--- config.mk ---
export PLATFORM = sky130hd
export DESIGN_NAME = masked_byte_signature_scanner
export DESIGN_NICKNAME = d
export VERILOG_FILES = /design/src/sv/mbss_pkg.sv /design/src/sv/mbss_cell.sv /design/src/sv/masked_byte_signature_scanner.sv
export SDC_FILE = /design/constraint.sdc
export NUM_CORES = 1
export LEC_CHECK = 0
export BUFFER_PORTS_ARGS = -buffer_cell sky130_fd_sc_hd__buf_2
export CAP_MARGIN = 20
export CORE_MARGIN = 2
export CORE_UTILIZATION = 30
export CTS_CLUSTER_SIZE = 8
export DETAILED_ROUTE_END_ITERATION = 10
export GPL_TIMING_DRIVEN = 0
export PLACE_DENSITY_LB_ADDON = 0.12
export SYNTH_ARGS = -nofsm -noshare
export SYNTH_HDL_FRONTEND = slang
export SYNTH_SLANG_ARGS = --single-unit
--- constraint.sdc ---
create_clock -name clk -period 5.7 [get_ports clk]
set_input_delay 0 -clock clk [delete_from_list [all_inputs] [get_ports clk]]
set_output_delay 0 -clock clk [all_outputs]
set_load 0.03 [all_outputs]
--- src/sv/mbss_pkg.sv ---
`timescale 1ns / 1ps
`default_nettype none
package mbss_pkg;

	localparam int MAX_SIG_LEN = 8;
	localparam int NUM_SIGS    = 2;
	localparam int LEN_W       = $clog2(MAX_SIG_LEN + 1);
	localparam int POS_W       = $clog2(MAX_SIG_LEN);
	localparam int CFG_IDX_W   = 3;
	localparam int CFG_DATA_W  = 64;
	localparam int ADDR_W      = 64;

	localparam logic [CFG_IDX_W-1:0] REG_PATTERN_COUNT = 3'd0;
	localparam logic [CFG_IDX_W-1:0] REG_BASE_ADDRESS  = 3'd1;
	localparam logic [CFG_IDX_W-1:0] REG_SIG0_BYTES    = 3'd2;
	localparam logic [CFG_IDX_W-1:0] REG_SIG0_CARE     = 3'd3;
	localparam logic [CFG_IDX_W-1:0] REG_SIG0_LENGTH   = 3'd4;
	localparam logic [CFG_IDX_W-1:0] REG_SIG1_BYTES    = 3'd5;
	localparam logic [CFG_IDX_W-1:0] REG_SIG1_CARE     = 3'd6;
	localparam logic [CFG_IDX_W-1:0] REG_SIG1_LENGTH   = 3'd7;

	typedef struct packed {
		logic shift;
		logic clear;
	} cell_ctl_t;

endpackage
`default_nettype wire

--- src/sv/mbss_cell.sv ---
`timescale 1ns / 1ps
`default_nettype none
module mbss_cell (
	input  wire logic                                clk,
	input  wire logic                                arst_n,
	input  mbss_pkg::cell_ctl_t                      ctl,
	input  wire logic [7:0]                          din,
	input  wire logic [mbss_pkg::NUM_SIGS-1:0][7:0]  sig_byte,
	input  wire logic [mbss_pkg::NUM_SIGS-1:0]       care,
	input  wire logic [mbss_pkg::NUM_SIGS-1:0]       live,
	output logic      [7:0]                          dout,
	output logic      [mbss_pkg::NUM_SIGS-1:0]       ok
);
	import mbss_pkg::*;

	logic [7:0] byte_q;

	always_ff @(posedge clk or negedge arst_n) begin
		if (!arst_n) begin
			byte_q <= 8'h00;
		end else if (ctl.clear) begin
			byte_q <= 8'h00;
		end else if (ctl.shift) begin
			byte_q <= din;
		end
	end

	// a byte past the signature length or a don't-care byte always passes
	always_comb begin
		for (int s = 0; s < NUM_SIGS; s++) begin
			ok[s] = !live[s] || !care[s] || (byte_q == sig_byte[s]);
		end
	end

	assign dout = byte_q;

endmodule
`default_nettype wire

--- src/sv/masked_byte_signature_scanner.sv ---
`timescale 1ns / 1ps
`default_nettype none
// The word that completes a window sets eval_q; the output register then takes the result.
// Throughput: one input word per cycle while no final word is flushing, unless a result
// waits on m_tready. A final word starts a flush through the cell row, one step per cell
// (one step per cycle, stalled by m_tready); input is held off until the flush ends.
// Reset (arst_n low): window and byte count cleared, registers to their defaults.
module masked_byte_signature_scanner (
	input  wire logic                               clk,
	input  wire logic                               arst_n,
	input  wire logic                               cfg_wen,
	input  wire logic [mbss_pkg::CFG_IDX_W-1:0]     cfg_index,
	input  wire logic [mbss_pkg::CFG_DATA_W-1:0]    cfg_wdata,
	input  wire logic                               s_tvalid,
	output logic                                    s_tready,
	input  wire logic [7:0]                         s_tdata,  // [7:0] data_byte
	input  wire logic                               s_tlast,
	output logic                                    m_tvalid,
	input  wire logic                               m_tready,
	output logic      [mbss_pkg::ADDR_W-1:0]        m_tdata,  // [63:0] start_address
	output logic      [1:0]                         m_tuser,  // [0] matched, [1] signature_index
	output logic                                    m_tlast
);
	import mbss_pkg::*;

	logic [1:0]                      count_q;
	logic [ADDR_W-1:0]               base_q;
	logic [NUM_SIGS-1:0][63:0]       sig_bytes_q;
	logic [NUM_SIGS-1:0][7:0]        sig_care_q;
	logic [NUM_SIGS-1:0][3:0]        sig_len_q;

	logic [63:0]                     seen_q;
	logic [ADDR_W-1:0]               posn_q;
	logic                            eval_q;
	logic                            flush_q;
	logic [POS_W-1:0]                fk_q;
	logic [LEN_W-1:0]                held_q;

	logic                            out_valid_q;
	logic [ADDR_W-1:0]               addr_q;
	logic [1:0]                      user_q;
	logic                            last_q;

	logic                            can_load;
	logic                            accept;
	logic                            fstep;
	logic                            fdone;
	logic                            emit_k;
	logic                            load;
	logic [63:0]                     seen_nxt;
	logic                            full_nxt;
	logic [LEN_W-1:0]                avail;
	logic [7:0]                      in_byte;
	cell_ctl_t                       ctl;

	logic [MAX_SIG_LEN-1:0][7:0]          win;
	logic [MAX_SIG_LEN-1:0][NUM_SIGS-1:0] ok_mat;
	logic [NUM_SIGS-1:0][LEN_W-1:0]       len_eff;
	logic [NUM_SIGS-1:0]                  hit;

	// configuration
	always_ff @(posedge clk or negedge arst_n) begin
		if (!arst_n) begin
			count_q     <= '0;
			base_q      <= '0;
			sig_bytes_q <= '0;
			sig_care_q  <= '1;
			for (int s = 0; s < NUM_SIGS; s++) begin
				sig_len_q[s] <= 4'(MAX_SIG_LEN);
			end
		end else if (cfg_wen) begin
			case (cfg_index)
				REG_PATTERN_COUNT: count_q        <= cfg_wdata[1:0];
				REG_BASE_ADDRESS:  base_q         <= cfg_wdata;
				REG_SIG0_BYTES:    sig_bytes_q[0] <= cfg_wdata;
				REG_SIG0_CARE:     sig_care_q[0]  <= cfg_wdata[7:0];
				REG_SIG0_LENGTH:   sig_len_q[0]   <= cfg_wdata[3:0];
				REG_SIG1_BYTES:    sig_bytes_q[1] <= cfg_wdata;
				REG_SIG1_CARE:     sig_care_q[1]  <= cfg_wdata[7:0];
				REG_SIG1_LENGTH:   sig_len_q[1]   <= cfg_wdata[3:0];
				default: ;
			endcase
		end
	end

	// handshake and sequencing
	assign can_load = !out_valid_q || m_tready;
	assign s_tready = !flush_q && (!eval_q || can_load);
	assign accept   = s_tvalid && s_tready;
	assign fstep    = flush_q && can_load;
	assign fdone    = fstep && (fk_q == POS_W'(MAX_SIG_LEN - 1));
	assign seen_nxt = seen_q + 64'd1;
	assign full_nxt = seen_nxt >= 64'(MAX_SIG_LEN);
	assign avail    = flush_q ? LEN_W'(MAX_SIG_LEN) - LEN_W'(fk_q) : LEN_W'(MAX_SIG_LEN);
	assign emit_k   = avail <= held_q;
	assign load     = can_load && (eval_q || (flush_q && emit_k));
	assign in_byte  = accept ? s_tdata : 8'h00;
	assign ctl.shift = accept || fstep;
	assign ctl.clear = fdone;

	always_ff @(posedge clk or negedge arst_n) begin
		if (!arst_n) begin
			seen_q  <= '0;
			posn_q  <= ADDR_W'(0) - ADDR_W'(MAX_SIG_LEN);
			eval_q  <= 1'b0;
			flush_q <= 1'b0;
			fk_q    <= '0;
			held_q  <= '0;
		end else begin
			eval_q <= accept ? (!s_tlast && full_nxt) : (eval_q && !can_load);
			if (accept) begin
				seen_q <= seen_nxt;
				posn_q <= posn_q + ADDR_W'(1);
				if (s_tlast) begin
					flush_q <= 1'b1;
					fk_q    <= '0;
					held_q  <= full_nxt ? LEN_W'(MAX_SIG_LEN) : LEN_W'(seen_nxt[POS_W-1:0]);
				end
			end else if (fdone) begin
				seen_q  <= '0;
				posn_q  <= ADDR_W'(0) - ADDR_W'(MAX_SIG_LEN);
				flush_q <= 1'b0;
				fk_q    <= '0;
			end else if (fstep) begin
				posn_q <= posn_q + ADDR_W'(1);
				fk_q   <= fk_q + POS_W'(1);
			end
		end
	end

	// cell row
	always_comb begin
		for (int s = 0; s < NUM_SIGS; s++) begin
			len_eff[s] = (sig_len_q[s] > 4'(MAX_SIG_LEN)) ? LEN_W'(MAX_SIG_LEN)
				: LEN_W'(sig_len_q[s]);
		end
	end

	for (genvar j = 0; j < MAX_SIG_LEN; j++) begin : g_cell
		logic [7:0]                     din;
		logic [NUM_SIGS-1:0][7:0]       sb;
		logic [NUM_SIGS-1:0]            cr;
		logic [NUM_SIGS-1:0]            lv;

		if (j == MAX_SIG_LEN - 1) begin : g_head
			assign din = in_byte;
		end else begin : g_body
			assign din = win[j+1];
		end

		always_comb begin
			for (int s = 0; s < NUM_SIGS; s++) begin
				sb[s] = sig_bytes_q[s][8*j +: 8];
				cr[s] = sig_care_q[s][j];
				lv[s] = LEN_W'(j) < len_eff[s];
			end
		end

		mbss_cell u_cell (
			.clk      (clk),
			.arst_n   (arst_n),
			.ctl      (ctl),
			.din      (din),
			.sig_byte (sb),
			.care     (cr),
			.live     (lv),
			.dout     (win[j]),
			.ok       (ok_mat[j])
		);
	end

	always_comb begin
		for (int s = 0; s < NUM_SIGS; s++) begin
			hit[s] = (int'(count_q) > s) && (len_eff[s] <= avail);
			for (int j = 0; j < MAX_SIG_LEN; j++) begin
				hit[s] = hit[s] && ok_mat[j][s];
			end
		end
	end

	// output register
	always_ff @(posedge clk or negedge arst_n) begin
		if (!arst_n) begin
			out_valid_q <= 1'b0;
		end else if (can_load) begin
			out_valid_q <= load;
		end
	end

	always_ff @(posedge clk) begin
		if (load) begin
			addr_q    <= base_q + posn_q;
			user_q[0] <= |hit;
			user_q[1] <= hit[1];
			last_q    <= flush_q && (fk_q == POS_W'(MAX_SIG_LEN - 1));
		end
	end

	assign m_tvalid = out_valid_q;
	assign m_tdata  = addr_q;
	assign m_tuser  = user_q;
	assign m_tlast  = last_q;

	a_no_input_in_flush: assert property (@(posedge clk) disable iff (!arst_n)
		flush_q |-> !s_tready)
		else $error("input taken during flush");

	a_eval_flush_excl: assert property (@(posedge clk) disable iff (!arst_n)
		!(eval_q && flush_q))
		else $error("pending compare overlaps flush");

	a_out_source: assert property (@(posedge clk) disable iff (!arst_n)
		$rose(m_tvalid) |-> $past(eval_q || flush_q))
		else $error("result without a pending compare");

endmodule
`default_nettype wire
==> metrics.yaml, run 1 <==
path_class: "reg2reg"
vias: 21201
cp-end-kind: "flip-flop"
synth_fp_nets: 2749
cts-root-buf: "clkbuf_16"
dp.cells: 3906
clk_pin_slew_ns: 0.05
worst_path_max_delay_cell: "nor4_1"
worstPathRequired_ns: 6.19
synthCells: 2587
clkSinkCount: 487
initial_utilization_pct: 30.1
finalWeightedCongestion: 0.936
placed_cell_area_mm2: 0.0289
drc_errors: 0
hold_slack_ns: -0.0208
holdBufCountCts: 84
area_delta_synth_final_pct: 20.0
power_leakage_nw: 13.5
rsz0062_at_grt: "no"
hold_violations: 10
period_minus_slack_ns: 4.64
arrival_ns: 5.13
htreeDepth: 3
grt_pass1_wl_um: 130000
yosysSeqAreaShare_pct: 47.5
ys.flop_type: "dfrtp_1"
rows: 109
drive_gt1_share_pct: 19.8
ios: 150
synth_top_area_share_pct: 32.1
synth_area_leaders: "dfrtp_1 32%, mux2_2 9.3%, dfstp_2 7.8%, edfxtp_1 7.6%, xor2_1 4.8%"
die-area_mm2: 0.0909
die_h_um: 302
fp.dieW_um: 302
ys_async_sr_fraction_pct: 86.2
nFillCells: 8928
antenna_found_initial: 1
antenna_cells: 0
clk_path_buf_depth: 3
vias_per_cell: 5.14
numCtsBuffers: 72
avgSynthCellArea_um2: 10.3
r2r_slack_ns: 1.06
seqCellArea_mm2: 0.0126
fin_ws_ns: 1.06
post_cts_resized: 0
gr-total-overflow: 0
multi_input_area_mm2: 0.0132
cp_max_fo: 10
cp-start-kind: "flip-flop"
grt_max_degree: 124
final_core_util_pct: 36.2
cts_tree: "done"
coreArea_mm2: 0.0881
finalSetupViolCount: 0
clkLatencyLatePin_ns: 0.61
slew_viol_final: 0
drt-total-wl_um: 84100
min-delay-path-class: "in2async"
firstDrtPassIters: 6
status: "finished with violations"
synth.largest_area_cell: "dfrtp_1"
wl_per_cell_um: 20.4
port_buffers: 147
ys_ff_latch: 487
slew_headroom_pct: 26.2
nNetsFinal: 3062
fin_skew_ns: 0.0265
peakVddDrop_v: 0.000312
synth_edf_count: 67
final_cell_count_no_fill: 4121
grtUsageTotal_pct: 18.4
worst_pin_slew_ns: 1.11
grt_pass1_vias: 21225
drv_cap: 0
failed_checks: "negative hold slack"
fin_crit_sh_pct: 81.5
yosysWarningCount: 0
yosysUniqueCellTypes: 88
synthesis.area_mm2: 0.0266
place_ws_ns: 1.21
fmax_ghz: 0.215
drt_iter0_drc: 1288
dp_hpwl_um: 62400
post-cts-setup-buffers: 0
p_per_area_mw_per_mm2: 522
max_stage_delay_ns: 0.64
postLayoutCellArea_mm2: 0.0319
postRouteAntennaNets: 0
crit_chain: "buf_2, nand3_1, nor4_1, nand4_1, nor3_1, clkbuf_1, nand2_1, nor2_1, o21ai_0, nor3_2, a41oi_1, dlygate4sd3_1"
==> registers in the layout (all words and copies together) (netlist names), 4 cells and up <==
name and count:
base_q 64, sig_len_q 8, g_cell.sb 128, posn_q 64, seen_q 64, held_q 4
g_cell.cr 16, m_tdata 64, g_cell.u_cell.dout 64
==> stage by stage <==
| step | TNS [ns] | power [mW] |
|---|---|---|
| 3_5_place_dp | 0 | 12.6 |
| 3_3_place_gp | -1568.84 | 12.3 |
| 6_report | 0 | 16.7 |
| 2_1_floorplan | 0 | 10.5 |
| 5_1_grt | 0 | 17.8 |
| 4_1_cts | 0 | 16.9 |
==> layer usage <==
layer	wire length (µm)	track usage (%)	part of all wire, %	vias to the layer above
met2	39800	30.3	47	507
li1	-	-	-	10004
met1	38300	24.9	46	10540
met3	3780	3.00	4.5	150
met5	0	0	0	-
met4	2230	5.30	2.7	0
==> worst paths after layout <==
path                       cells past startpoint       start         end
max in group asynchronous                      4      arst_n  base_q[17]
setup reg to reg                              12  seen_q[26]      eval_q
min in group clk                               5    s_tvalid   held_q[3]
hold / removal                                 2      arst_n  seen_q[31]
setup / recovery                              12  seen_q[26]      eval_q
hold reg to reg                                1  count_q[0]  count_q[0]
==> synthesized netlist by cell type (all sizes together), types with 67 or more instances <==
cell type / number
nand4: 67
dfstp: 79
dfrtp: 341
nand3: 91
nor2: 107
mux2: 219
o21ai: 206
xor2: 146
edfxtp: 67
nand2: 331
clkbuf: 106
ha: 80
xnor2: 102
a21oi: 128
==> critical path: cells and delay by family (launching register included) <==
| kind | cells | cell delay [ns] |
|---|---|---|
| simple gates | 7 | 2.59 |
| buf+inv | 3 | 1.24 |
| compound gates | 2 | 0.36 |
| flops | 1 | 0.31 |
==> power breakdown <==
part / internal, mW / total (mW) / switching [mW]
logic: 2.51 / 6.49 / 3.98
registers: 5.09 / 6.09 / 1.00
clock network: 2.45 / 4.08 / 1.62
total: 10.1 / 16.7 / 6.60
==> cell type report <==
cell class / count / share of cell area [%]
Timing Repair Buffer: 239 / 5.47
Clock buffer: 127 / 6.53
Tap cell: 1165 / 4.57
Inverter: 45 / 0.530
Multi-Input combinational cell: 1927 / 41.5
Sequential cell: 487 / 39.6
Buffer: 128 / 1.68
Clock inverter: 3 / 0.106
==> cell usage in the layout (no fill, tap or decap), types with 10 or more instances in the layout <==
| cell | n |
|---|---|
| clkbuf_16 | 74 |
| buf_2 | 159 |
| nor2_1 | 105 |
| and2_1 | 20 |
| o31ai_1 | 30 |
| nor3_1 | 29 |
| mux2_2 | 219 |
| o41ai_1 | 10 |
| or3_1 | 16 |
| and3_1 | 52 |
| a211oi_1 | 13 |
| dfstp_2 | 79 |
| a31oi_1 | 23 |
| o21bai_1 | 17 |
| o21ai_0 | 205 |
| ha_1 | 80 |
| and4_1 | 14 |
| nand4_1 | 64 |
| nand2_1 | 331 |
| edfxtp_1 | 67 |
| inv_1 | 45 |
| o211ai_1 | 14 |
| dfrtp_1 | 341 |
| xnor2_1 | 102 |
| a21o_1 | 38 |
| nor4_1 | 29 |
| dlygate4sd3_1 | 84 |
| a21oi_1 | 128 |
| nand2b_1 | 15 |
| clkbuf_1 | 155 |
| nand3_1 | 90 |
| xor2_1 | 146 |
==> cells by family (layout without fill, tap and decap cells) <==
family | Yosys count | in the layout | share of synthesized area, %
and+or+nand+nor | 822 | 822 | 15.5
AOI/OAI and AO/OA | 549 | 549 | 12.7
DFF | 487 | 487 | 47.5
xor gates and xnor gates | 248 | 248 | 8.18
muxes | 227 | 227 | 9.59
buffers and inverters | 173 | 542 | 2.66
adders and majority gates | 81 | 81 | 3.84
Note: power is estimated with default switching activity, not from simulation.
==> run 2: changes to the inputs <==
--- a/config.mk
+++ b/config.mk
@@ -5,6 +5,7 @@
 export SDC_FILE = /design/constraint.sdc
 export NUM_CORES = 1
 export LEC_CHECK = 0
+export ABC_AREA = 1
 export BUFFER_PORTS_ARGS = -buffer_cell sky130_fd_sc_hd__buf_2
 export CAP_MARGIN = 20
 export CORE_MARGIN = 2
==> constraint.sdc (replaced) <==
create_clock -name clk -period 4 [get_ports clk]
set_input_delay 0 -clock clk [delete_from_list [all_inputs] [get_ports clk]]
set_output_delay 0 -clock clk [all_outputs]
set_load 0.03 [all_outputs]
==> run 2 against run 1 <==
Net effect:
- the flow now finishes without violations
- count of clock-buffer cells in the layout shrank 10
- combinational power grew 79%
- non-clock buffer count shrank 28
- clock skew grew 0.0047 ns
- die area grew 4.7%
- design area grew 4.6%
- maximum frequency grew 30%
- worst setup slack lost 0.62 ns
- register-to-register slack lost 0.62 ns
- global-route usage grew 4.2 points
==> metrics.yaml, run 2 <==
synthesis.area_mm2: 0.0278
synth_most_common_cell: "nand2_1"
finalSetupViolCount: 0
worst_pin_slew_ns: 1.12
use_met3_pct: 3.01
reg2reg_depth: 17
hold_depth: 4
arrival_ns: 4.08
synth_edf_count: 67
hold_violations: 0
synth_fp_nets: 3745
power_leakage_nw: 15.0
cp-end-kind: "flip-flop"
grt_max_degree: 101
initial_utilization_pct: 30.3
cts_tree: "done"
largest_reg_flops: 128
path_class: "reg2reg"
slew_headroom_pct: 24.4
antenna_found_initial: 1
synthCells: 3583
period_minus_slack_ns: 3.56
drt-total-wl_um: 106000
htreeDepth: 3
cts-root-buf: "clkbuf_16"
grtUsageTotal_pct: 22.6
area_delta_synth_final_pct: 19.9
final_core_util_pct: 36.3
worstPathRequired_ns: 4.52
fp.dieW_um: 308
layout_common_cells: "883 x nand2_1, 427 x inv_1, 396 x o21ai_0, 341 x nor2_1, 341 x dfrtp_1"
grt_use_met2_pct: 35.6
hold_slack_ns: 0.0213
numCtsBuffers: 72
cp_max_fo: 6
gr-total-overflow: 0
clk_pin_slew_ns: 0.06
layout_commonest_cell: "nand2_1"
port_buffers: 149
rows: 111
ios: 150
status: "completed"
rsz0062_at_grt: "no"
yosysUniqueCellTypes: 53
die-area_mm2: 0.0952
fin_setup_tns_ns: 0
reg2reg_to: "eval_q"
vias_per_cell: 4.88
grt_pass1_vias: 24996
fin_crit_sh_pct: 89.0
ys_async_sr_fraction_pct: 86.2
avgSynthCellArea_um2: 7.76
postLayoutCellArea_mm2: 0.0334
slew_viol_final: 0
coreArea_mm2: 0.0918
placed_cell_area_mm2: 0.0303
globalRouteMet1Util_pct: 32.6
finalWeightedCongestion: 0.907
r2r-start: "seen_q[1]"
drive_gt1_share_pct: 10.5
dp_hpwl_um: 83100
grt_pass1_wl_um: 160000
firstDrtPassIters: 6
post-cts-setup-buffers: 0
yosysSeqAreaShare_pct: 45.4
vias: 25358
endpoint: "eval_q"
fmax_ghz: 0.281
p_per_area_mw_per_mm2: 778
wl_per_cell_um: 20.5
gr-max-usage-layer: "met2"
ys.flop_type: "dfrtp_1"
synth.top_cells.by_count: "883 x nand2_1, 427 x inv_1, 396 x o21ai_0"
synth_area_leaders: "dfrtp_1 31%, nand2_1 12%, dfstp_2 7.5%, edfxtp_1 7.2%, o21ai_0 7.1%"
clkLatencyLatePin_ns: 0.64
cp-start-kind: "flip-flop"
min-delay-path-class: "in2reg"
drc_errors: 0
clkSinkCount: 487
fin_skew_ns: 0.0312
synth.largest_area_cell: "dfrtp_1"
postRouteAntennaNets: 0
yosysWarningCount: 0
ys_ff_latch: 487
drv_cap: 0
clk_path_buf_depth: 3
report.power.total_mw: 26.0
nNetsFinal: 4066
antenna_cells: 0
peakVddDrop_v: 0.000385
die_h_um: 308
r2r_slack_ns: 0.44
crit_start: "seen_q[1]"
synth_top_area_share_pct: 30.7
post_cts_resized: 0
drt_iter0_drc: 2222
-- run 2: what timing repair did --
action                                  4_1_cts  5_1_grt
hold buffers                                 91        0
endpoints found under the setup margin        0        0
endpoints found under the hold margin       376        0
-- run 2: logic make-up (layout without fill, tap and decap cells) --
| family | Yosys count | after routing | share of synthesized area, % |
|---|---|---|---|
| fa+ha+maj | 81 | 81 | 3.67 |
| flops | 487 | 487 | 45.4 |
| xor+xnor | 172 | 172 | 5.42 |
| buf+inv | 524 | 894 | 7.10 |
| compound gates | 654 | 654 | 12.8 |
| simple gates | 1665 | 1665 | 25.6 |
-- run 2: per-layer routing --
metal  up-vias  share of wire [%]
li1      12455                  -
met1     12153                 48
met2       640                 45
met3       110                5.0
met4         0                1.7
met5         -                  0
-- run 2: worst min path at each step --
stage	end	startpoint	slack, ns
3_5_place_dp	seen_q[10]	arst_n	-0.02
3_3_place_gp	sig_len_q[4]	cfg_wdata[0]	0.23
5_1_grt	seen_q[2]	s_tvalid	0.05
6_report	seen_q[5]	s_tvalid	0.02
4_1_cts	seen_q[2]	s_tvalid	0.003
2_1_floorplan	base_q[0]	arst_n	-0.30
-- run 2: through the flow --
step | setup WS (ns) | cells
after floorplan | 0.282 | 3583
after global placement | -6.36 | 4975
after detailed placement | 0.563 | 4982
after CTS | 0.410 | 5196
after global routing | 0.166 | 5196
final | 0.440 | 5196
-- run 2: critical path: stages (launching register included) --
cell	delay, ns
dfrtp_1	0.41
ha_1	0.38
nand3_2	0.23
nor2_4	0.26
inv_2	0.07
nor2_4	0.23
nand3_1	0.12
nand2_1	0.08
nand2_1	0.05
inv_1	0.06
nand2_1	0.05
nor2_1	0.10
nand2_1	0.08
nor2_1	0.43
nand3_1	0.19
nand2_1	0.09
nand2_1	0.05
dlygate4sd3_1	0.55
-- run 2: layout make-up --
cell class | instances | area, µm²
clock buffers | 117 | 2040
plain buffers | 92 | 354
inverters | 432 | 1620
repair buffers | 247 | 1850
fillers | 9862 | 58400
well taps | 1243 | 1560
clock inverters | 6 | 81.3
flip-flops and latches | 487 | 12600
multi-input cells | 2572 | 13200
-- run 2: report_power, final --
group | switching [mW] | total (mW) | internal, mW
Sequential | 1.33 | 8.49 | 7.16
Combinational | 7.99 | 11.6 | 3.59
Clock | 2.40 | 5.88 | 3.48
